### src/design/shared_exclusive_lock_table_top_assert.svh
// Assertion macros shared by the lock table RTL.
// Each macro expects clk_i and rst_ni in the scope of its use.
`ifndef SHARED_EXCLUSIVE_LOCK_TABLE_TOP_ASSERT_SVH
`define SHARED_EXCLUSIVE_LOCK_TABLE_TOP_ASSERT_SVH

// Same-cycle implication
`define SELT_ASSERT_IMP(lbl, ante, cons, msg) \
  lbl: assert property (@(posedge clk_i) disable iff (!rst_ni) (ante) |-> (cons)) \
    else $error(msg);

// Next-cycle implication
`define SELT_ASSERT_NXT(lbl, ante, cons, msg) \
  lbl: assert property (@(posedge clk_i) disable iff (!rst_ni) (ante) |=> (cons)) \
    else $error(msg);

`endif

### src/design/selt_pkg.sv
`default_nettype none

package selt_pkg;

  // Table geometry
  localparam int unsigned TableSlots = 32;
  localparam int unsigned IdxW       = $clog2(TableSlots);
  localparam int unsigned CntW       = $clog2(TableSlots + 1);

  // Request codes
  typedef enum logic [2:0] {
    OP_ACQUIRE = 3'd0,
    OP_RELEASE = 3'd1,
    OP_REL_ALL = 3'd2,
    OP_HAS     = 3'd3,
    OP_LIST    = 3'd4
  } op_e;

  // Result status codes
  typedef enum logic [1:0] {
    STAT_OK   = 2'd0,
    STAT_WAIT = 2'd1,
    STAT_FULL = 2'd2
  } status_e;

  // Controller states
  typedef enum logic [1:0] {
    ST_IDLE,
    ST_SCAN,
    ST_FINISH
  } state_e;

  typedef struct packed {
    logic [2:0]  opcode;
    logic [31:0] page;
    logic [31:0] txn;
    logic        want_exclusive;
  } req_t;

  typedef struct packed {
    logic [1:0]  status;
    logic        held;
    logic [31:0] page_out;
    logic        last;
  } rsp_t;

  // One slot of the lock table as stored in memory
  typedef struct packed {
    logic [31:0] page;
    logic [31:0] txn;
    logic        excl;
    logic        granted;
  } entry_t;

endpackage

`default_nettype wire

### src/design/shared_exclusive_lock_table_top.sv
// Channel | Direction | Handshake                | Payload
// request | in        | in_valid_i / in_ready_o  | in_item_i  (opcode, page, txn, want_exclusive)
// result  | out       | out_valid_o / out_ready_i| out_item_o (status, held, page_out, last)
//
// One request at a time; defined opcodes scan the slot memory, one read per cycle through
// its single read port while no list result stalls the scan; undefined opcodes skip the scan.
// List requests emit one result per page granted to the transaction, or one empty result if
// there is none; a result stalled at the output holds the scan until the previous one is taken.
// Reset clears the valid flags of all slots at once; slot contents are not cleared.
// The next request is accepted as soon as the last result sits in the output register.
`default_nettype none

`include "shared_exclusive_lock_table_top_assert.svh"

module shared_exclusive_lock_table_top (
  input  logic             clk_i,
  input  logic             rst_ni,
  input  logic             in_valid_i,
  output logic             in_ready_o,
  input  selt_pkg::req_t   in_item_i,
  output logic             out_valid_o,
  input  logic             out_ready_i,
  output selt_pkg::rsp_t   out_item_o
);
  import selt_pkg::*;

  state_e                state_q, state_d;
  req_t                  req_q, req_d;
  logic [CntW-1:0]       iss_cnt_q, iss_cnt_d;
  logic                  s2_vld_q, s2_vld_d;
  logic [IdxW-1:0]       s2_idx_q, s2_idx_d;
  logic [TableSlots-1:0] valid_q, valid_d;
  logic                  own_found_q, own_found_d;
  logic [IdxW-1:0]       own_idx_q, own_idx_d;
  logic                  own_excl_q, own_excl_d;
  logic                  own_gnt_q, own_gnt_d;
  logic                  free_found_q, free_found_d;
  logic [IdxW-1:0]       free_idx_q, free_idx_d;
  logic                  conf_any_q, conf_any_d;
  logic                  conf_excl_q, conf_excl_d;
  logic                  has_q, has_d;
  logic                  pend_vld_q, pend_vld_d;
  logic [31:0]           pend_page_q, pend_page_d;
  logic                  out_valid_q, out_valid_d;
  rsp_t                  out_q, out_d;

  logic                  in_accept;
  logic                  out_free;
  logic                  slot_v;
  logic                  hit_page;
  logic                  hit_txn;
  logic                  list_hit;
  logic                  stall;
  logic                  iss_go;
  logic                  s2_last;
  entry_t                rd_entry;
  logic                  ram_we;
  logic [IdxW-1:0]       ram_waddr;
  entry_t                ram_wdata;

  // Slot storage
  selt_slot_ram u_ram (
    .clk_i   (clk_i),
    .we_i    (ram_we),
    .waddr_i (ram_waddr),
    .wdata_i (ram_wdata),
    .re_i    (iss_go),
    .raddr_i (iss_cnt_q[IdxW-1:0]),
    .rdata_o (rd_entry)
  );

  // Handshake and scan control
  assign in_ready_o  = (state_q == ST_IDLE);
  assign in_accept   = in_valid_i && in_ready_o;
  assign out_free    = !out_valid_q || out_ready_i;
  assign out_valid_o = out_valid_q;
  assign out_item_o  = out_q;

  assign slot_v   = valid_q[s2_idx_q];
  assign hit_page = (rd_entry.page == req_q.page);
  assign hit_txn  = (rd_entry.txn == req_q.txn);
  assign list_hit = s2_vld_q && slot_v && rd_entry.granted && hit_txn &&
                    (req_q.opcode == OP_LIST);
  assign stall    = list_hit && pend_vld_q && !out_free;
  assign iss_go   = (state_q == ST_SCAN) && !stall && (iss_cnt_q != CntW'(TableSlots));
  assign s2_last  = s2_vld_q && (s2_idx_q == IdxW'(TableSlots - 1));

  // Next state
  always_comb begin
    state_d = state_q;
    case (state_q)
      ST_IDLE: begin
        if (in_accept) begin
          if (in_item_i.opcode inside {OP_ACQUIRE, OP_RELEASE, OP_REL_ALL, OP_HAS, OP_LIST})
          begin
            state_d = ST_SCAN;
          end else begin
            state_d = ST_FINISH;
          end
        end
      end
      ST_SCAN: begin
        if (s2_last && !stall) begin
          state_d = ST_FINISH;
        end
      end
      ST_FINISH: begin
        if (out_free) begin
          state_d = ST_IDLE;
        end
      end
      default: state_d = ST_IDLE;
    endcase
  end

  // Scan, decision and write-back
  always_comb begin
    logic g;
    rsp_t rsp;

    g            = 1'b0;
    rsp          = '0;
    req_d        = req_q;
    iss_cnt_d    = iss_cnt_q;
    s2_vld_d     = s2_vld_q;
    s2_idx_d     = s2_idx_q;
    valid_d      = valid_q;
    own_found_d  = own_found_q;
    own_idx_d    = own_idx_q;
    own_excl_d   = own_excl_q;
    own_gnt_d    = own_gnt_q;
    free_found_d = free_found_q;
    free_idx_d   = free_idx_q;
    conf_any_d   = conf_any_q;
    conf_excl_d  = conf_excl_q;
    has_d        = has_q;
    pend_vld_d   = pend_vld_q;
    pend_page_d  = pend_page_q;
    out_valid_d  = out_valid_q && !out_ready_i;
    out_d        = out_q;
    ram_we       = 1'b0;
    ram_waddr    = own_idx_q;
    ram_wdata    = '0;

    case (state_q)
      ST_IDLE: begin
        // Latch the request and clear scan results
        if (in_accept) begin
          req_d        = in_item_i;
          iss_cnt_d    = '0;
          s2_vld_d     = 1'b0;
          own_found_d  = 1'b0;
          free_found_d = 1'b0;
          conf_any_d   = 1'b0;
          conf_excl_d  = 1'b0;
          has_d        = 1'b0;
          pend_vld_d   = 1'b0;
        end
      end

      ST_SCAN: begin
        if (!stall) begin
          // Advance the read pipeline
          if (iss_go) begin
            iss_cnt_d = iss_cnt_q + CntW'(1);
          end
          s2_vld_d = iss_go;
          s2_idx_d = iss_cnt_q[IdxW-1:0];

          // Evaluate the slot read issued at the last advance of the pipeline
          if (s2_vld_q) begin
            case (req_q.opcode)
              OP_ACQUIRE: begin
                if (slot_v) begin
                  if (!own_found_q && hit_page && hit_txn) begin
                    own_found_d = 1'b1;
                    own_idx_d   = s2_idx_q;
                    own_excl_d  = rd_entry.excl;
                    own_gnt_d   = rd_entry.granted;
                  end
                  if (rd_entry.granted && hit_page) begin
                    conf_any_d = 1'b1;
                    if (rd_entry.excl) begin
                      conf_excl_d = 1'b1;
                    end
                  end
                end else if (!free_found_q) begin
                  free_found_d = 1'b1;
                  free_idx_d   = s2_idx_q;
                end
              end
              OP_RELEASE: begin
                if (slot_v && hit_txn && hit_page) begin
                  valid_d[s2_idx_q] = 1'b0;
                end
              end
              OP_REL_ALL: begin
                if (slot_v && hit_txn) begin
                  valid_d[s2_idx_q] = 1'b0;
                end
              end
              OP_HAS: begin
                if (slot_v && rd_entry.granted && hit_page && hit_txn) begin
                  has_d = 1'b1;
                end
              end
              OP_LIST: begin
                // Emit the held page once a later one proves it is not last
                if (list_hit) begin
                  if (pend_vld_q) begin
                    out_valid_d       = 1'b1;
                    out_d             = '0;
                    out_d.status      = STAT_OK;
                    out_d.held        = 1'b1;
                    out_d.page_out    = pend_page_q;
                    out_d.last        = 1'b0;
                  end
                  pend_vld_d  = 1'b1;
                  pend_page_d = rd_entry.page;
                end
              end
              default: ;
            endcase
          end
        end
      end

      ST_FINISH: begin
        rsp        = '0;
        rsp.status = STAT_OK;
        rsp.last   = 1'b1;
        case (req_q.opcode)
          OP_ACQUIRE: begin
            if (own_found_q) begin
              // Upgrade a shared entry when nothing on the page is granted
              if (!own_excl_q && req_q.want_exclusive && !conf_any_q) begin
                ram_we    = out_free;
                ram_waddr = own_idx_q;
                ram_wdata = '{page: req_q.page, txn: req_q.txn, excl: 1'b1,
                              granted: own_gnt_q};
              end else begin
                rsp.status = own_gnt_q ? STAT_OK : STAT_WAIT;
              end
            end else if (!free_found_q) begin
              rsp.status = STAT_FULL;
            end else begin
              // Fill the lowest free slot
              g          = req_q.want_exclusive ? !conf_any_q : !conf_excl_q;
              ram_we     = out_free;
              ram_waddr  = free_idx_q;
              ram_wdata  = '{page: req_q.page, txn: req_q.txn,
                             excl: req_q.want_exclusive, granted: g};
              rsp.status = g ? STAT_OK : STAT_WAIT;
              if (out_free) begin
                valid_d[free_idx_q] = 1'b1;
              end
            end
          end
          OP_HAS: begin
            rsp.held = has_q;
          end
          OP_LIST: begin
            if (pend_vld_q) begin
              rsp.held     = 1'b1;
              rsp.page_out = pend_page_q;
            end
          end
          default: ;
        endcase

        if (out_free) begin
          out_valid_d = 1'b1;
          out_d       = rsp;
          pend_vld_d  = 1'b0;
        end
      end

      default: ;
    endcase
  end

  // Control registers
  always_ff @(posedge clk_i or negedge rst_ni) begin
    if (!rst_ni) begin
      state_q      <= ST_IDLE;
      iss_cnt_q    <= '0;
      s2_vld_q     <= 1'b0;
      valid_q      <= '0;
      own_found_q  <= 1'b0;
      free_found_q <= 1'b0;
      conf_any_q   <= 1'b0;
      conf_excl_q  <= 1'b0;
      has_q        <= 1'b0;
      pend_vld_q   <= 1'b0;
      out_valid_q  <= 1'b0;
    end else begin
      state_q      <= state_d;
      iss_cnt_q    <= iss_cnt_d;
      s2_vld_q     <= s2_vld_d;
      valid_q      <= valid_d;
      own_found_q  <= own_found_d;
      free_found_q <= free_found_d;
      conf_any_q   <= conf_any_d;
      conf_excl_q  <= conf_excl_d;
      has_q        <= has_d;
      pend_vld_q   <= pend_vld_d;
      out_valid_q  <= out_valid_d;
    end
  end

  // Payload registers
  always_ff @(posedge clk_i) begin
    req_q       <= req_d;
    s2_idx_q    <= s2_idx_d;
    own_idx_q   <= own_idx_d;
    own_excl_q  <= own_excl_d;
    own_gnt_q   <= own_gnt_d;
    free_idx_q  <= free_idx_d;
    pend_page_q <= pend_page_d;
    out_q       <= out_d;
  end

  // Checks
  `SELT_ASSERT_IMP(a_wr_only_acquire, ram_we,
    (state_q == ST_FINISH) && (req_q.opcode == OP_ACQUIRE),
    "slot write outside acquire decision")
  `SELT_ASSERT_NXT(a_finish_loads_out, (state_q == ST_FINISH) && out_free,
    out_valid_q && in_ready_o,
    "final result not loaded on finish")
  `SELT_ASSERT_IMP(a_pend_only_list, pend_vld_q, req_q.opcode == OP_LIST,
    "pending page outside list request")
  `SELT_ASSERT_IMP(a_stall_needs_busy_out, stall, out_valid_q && !out_ready_i,
    "scan stalled with output free")

endmodule

`default_nettype wire

### src/design/selt_slot_ram.sv
`default_nettype none

module selt_slot_ram (
  input  logic                      clk_i,
  input  logic                      we_i,
  input  logic [selt_pkg::IdxW-1:0] waddr_i,
  input  selt_pkg::entry_t          wdata_i,
  input  logic                      re_i,
  input  logic [selt_pkg::IdxW-1:0] raddr_i,
  output selt_pkg::entry_t          rdata_o
);
  import selt_pkg::*;

  entry_t mem_q [TableSlots];
  entry_t rdata_q;

  // Write port
  always_ff @(posedge clk_i) begin
    if (we_i) begin
      mem_q[waddr_i] <= wdata_i;
    end
  end

  // Registered read port; data holds while no read is issued
  always_ff @(posedge clk_i) begin
    if (re_i) begin
      rdata_q <= mem_q[raddr_i];
    end
  end

  assign rdata_o = rdata_q;

endmodule

`default_nettype wire

### config.mk
export PLATFORM = sky130hd
export DESIGN_NAME = shared_exclusive_lock_table_top
export DESIGN_NICKNAME = d
export VERILOG_FILES = /design/src/design/selt_pkg.sv /design/src/design/shared_exclusive_lock_table_top.sv /design/src/design/selt_slot_ram.sv
export VERILOG_INCLUDE_DIRS = /design/src /design/src/design
export SDC_FILE = /design/constraint.sdc
export NUM_CORES = 2
export LEC_CHECK = 0
export BUFFER_PORTS_ARGS = -buffer_cell sky130_fd_sc_hd__buf_2
export CAP_MARGIN = 20
export CORE_AREA = 4 4 515 517
export CTS_CLUSTER_DIAMETER = 50
export DETAILED_ROUTE_END_ITERATION = 6
export DIE_AREA = 0 0 519 521
export GPL_TIMING_DRIVEN = 0
export HOLD_SLACK_MARGIN = 0.02
export SETUP_SLACK_MARGIN = 0.3
export SLEW_MARGIN = 20
export SYNTH_ARGS = -nofsm -noshare
export SYNTH_HDL_FRONTEND = slang
export SYNTH_SLANG_ARGS = --single-unit
### constraint.sdc
create_clock -name clk_i -period 8.2 [get_ports clk_i]
set_clock_uncertainty 0.2 [all_clocks]
set_input_delay 1.23 -clock clk_i [delete_from_list [all_inputs] [get_ports clk_i]]
set_output_delay 1.23 -clock clk_i [all_outputs]
set_load 0.02 [all_outputs]
==> out/metrics.yaml <==
htreeDepth: 4
relSlewSlack_pct: 19.5
numCtsBuffers: 238
cts_hold_buf: 0
power.density_mw_per_mm2: 267
cts_tree: "done"
drive_gt1_share_pct: 33.5
whs_ps: 158
synth_simple_gate_area_share_pct: 1.82
clk_pin_slew_worst_paths_ps: 60
hold_path.class: "in -> async"
rrSetupSlack_ps: 3040
antenna_found_initial: 14
run_status: "finished, final reports clean"
via_per_inst: 5.45
finish.instance_area_mm2: 0.107
grt_start_max_net_pins: 36
post_cts_buffers: 0
synthMuxAreaShare_pct: 17.5
fin_crit_sh_pct: 62.9
vias: 43200
post-place-ws_ps: 3030
grt_pass1_wl_mm: 338
grt_pass1_vias: 43600
synthCells: 3798
final-hold-violation-count: 0
ys_types: 63
drt-pass1-iter-count: 5
ir_drop_mv: 0.197
yosysTopAreaCellShare_pct: 77.0
rsz0062_at_grt: "false"
tightestPinTransition_ps: 1210
reg2reg_to: "u_ram.mem_q[21][31]$_DFFE_PP_"
initial_core_util_pct: 34.8
syn_nets: 3876
grt_overflow_total: 0
drt_iter0_markers: 5158
drv_cap: 0
die_y_um: 521
arrival_ps: 5490
syn_area_per_cell_um2: 23.9
gp_congestion: 0.780
setup_tns_ps: 0
drtAntennaViolNets: 0
critical_path_required_ps: 8530
yosys_warnings: 0
crit_type: "reg -> reg"
dpl.cell_count: 7490
clockBufferDepth: 4
synth_edf_count: 2331
cts.sinks: 2379
slew_viol_final: 0
fin_nets: 4391
leakagePower_nw: 38.2
core-area_mm2: 0.261
io_pins: 110
timing.rr.start: "state_q[0]$_DFFE_PN0P_"
final_cells: 7929
io_buffer_count: 109
setup.worst_path.start_class: "flip-flop"
worstRegToRegCells: 11
ys_ff_latch: 2379
cp_max_fo: 20
fmax_mhz: 194
drt-total-wl_mm: 240
synth.area.top_cells: "edfxtp_1, mux4_2, dfrtp_1"
fp-row-count: 188
setup_viol: 0
synth_xor_area_share_pct: 0.626
syn_area_mm2: 0.0909
hpwlAfterDp_mm: 159
area_growth_pct: 18.1
synth_top_family_by_area: "multiplexers"
die_x_um: 519
place_area_mm2: 0.0996
finalWorstSetupSlack_ps: 3040
async_flop_share_pct: 2.02
ys_seq_area_share_pct: 78.3
drt-wirelength-per-cell_um: 30.2
dieArea_mm2: 0.270
synth-compound-area-share_pct: 0.764
synth_fa_ha_area_share_pct: 0.0826
grt_usage_pct: 17.4
ctsRootBufferMaster: "clkbuf_16"
crit_path_end_kind: "flip-flop"
clk_latency_ps: 880
drc: 0
yosys.area.top_type: "edfxtp_1"
cts-resized-gates: 0
fin_crit_ps: 5160
synthFlopType: "edfxtp_1"
[stage by stage]
| stage | utilization, % | power (W) |
|---|---|---|
| final | 41.1 | 0.0287 |
| after detailed placement | 38.2 | 0.0183 |
| after global routing | 41.1 | 0.0297 |
| after floorplan | - | 0.0164 |
| after global placement | 36.7 | 0.0182 |
| after CTS | 41.1 | 0.0290 |
[power breakdown]
| group | total, W | switching, W | internal [W] |
|---|---|---|---|
| clock | 0.0108 | 0.00462 | 0.00617 |
| combinational | 0.00422 | 0.00269 | 0.00153 |
| sequential | 0.0137 | 0.000197 | 0.0135 |
[flip-flops by register name, summed over array words and instances (netlist names), 6 cells and up]
signal,flops
iss_cnt_q,6
out_item_o,36
pend_page_q,32
req_q,68
u_ram.mem_q,2112
u_ram.rdata_o,66
valid_q,32
[cells in the mapped netlist, drive strengths merged, types with 3 or more instances]
master  number
nor2b        4
or3b         4
a21oi       42
a221oi       3
nand2b       7
nor4        23
o21ai       14
dfrtp       48
or2          3
o22ai        4
and2        99
mux2        68
xor2        65
nand3        7
nor2        66
a22o         5
clkbuf     101
ha           6
and3         5
edfxtp    2331
inv         17
or3          4
a31oi       22
nor3         9
nand4       11
mux2i       22
mux4       661
nor3b        8
a21o         7
nand2       28
buf         81
[area by class of cell]
class	count	area [µm²]
Antenna cell	7	17.5
Buffer	182	817
Clock buffer	283	6190
Clock inverter	146	1450
Fill cell	22400	154000
Inverter	17	68.8
Multi-Input combinational cell	1220	19200
Sequential cell	2379	71200
Tap cell	3420	4280
Timing Repair Buffer	275	4170
[critical path, stage by stage, from the launching register on]
cell,delay (ps)
dfrtp_1,400
inv_1,110
ha_1,170
clkbuf_1,450
nand2_1,220
nor2_2,250
clkbuf_2,560
nand4_1,870
nor2_4,920
buf_12,280
buf_16,180
buf_16,170
[cells in the final DEF (no fill, tap or decap), types with 22 or more instances in the layout]
| cell type | count |
|---|---|
| nor2_1 | 32 |
| nor2_4 | 32 |
| mux2_2 | 68 |
| clkinv_2 | 39 |
| clkbuf_2 | 25 |
| buf_16 | 65 |
| edfxtp_1 | 2331 |
| a21oi_1 | 40 |
| bufinv_16 | 25 |
| clkinv_1 | 53 |
| nand2_1 | 27 |
| and2_1 | 81 |
| dfrtp_1 | 48 |
| mux2i_1 | 22 |
| clkbuf_1 | 119 |
| a31oi_1 | 22 |
| buf_12 | 81 |
| xor2_1 | 65 |
| buf_2 | 170 |
| clkbuf_16 | 241 |
| mux4_2 | 661 |
[worst max path at each step]
stage,start,to,slack (ps),cells past startpoint
after floorplan,out_ready_i,u_ram.rdata_o[0]$_DFFE_PP_,1040,5
after global placement,iss_cnt_q[0]$_DFFE_PN0P_,u_ram.rdata_o[32]$_DFFE_PP_,-6750,8
after detailed placement,state_q[0]$_DFFE_PN0P_,u_ram.mem_q[12][31]$_DFFE_PP_,3030,11
after CTS,state_q[0]$_DFFE_PN0P_,u_ram.mem_q[21][26]$_DFFE_PP_,2970,11
after global routing,state_q[0]$_DFFE_PN0P_,u_ram.mem_q[12][27]$_DFFE_PP_,2750,11
final,state_q[0]$_DFFE_PN0P_,u_ram.mem_q[21][31]$_DFFE_PP_,3040,11
[per-layer routing]
metal | global-route usage [%] | wire, µm
met2 | 27.3 | 112000
met1 | 25.1 | 101000
met3 | 3.52 | 20300
met4 | 4.69 | 6490
met5 | 0 | 21
[logic make-up after synthesis]
group,count (synthesis)
AOI/OAI and AO/OA,110
DFF,2379
xor gates and xnor gates,65
buffers and inverters,199
muxes,751
adders and majority gates,6
and+or+nand+nor,288
No activity file was read; power rests on OpenSTA's default activity.
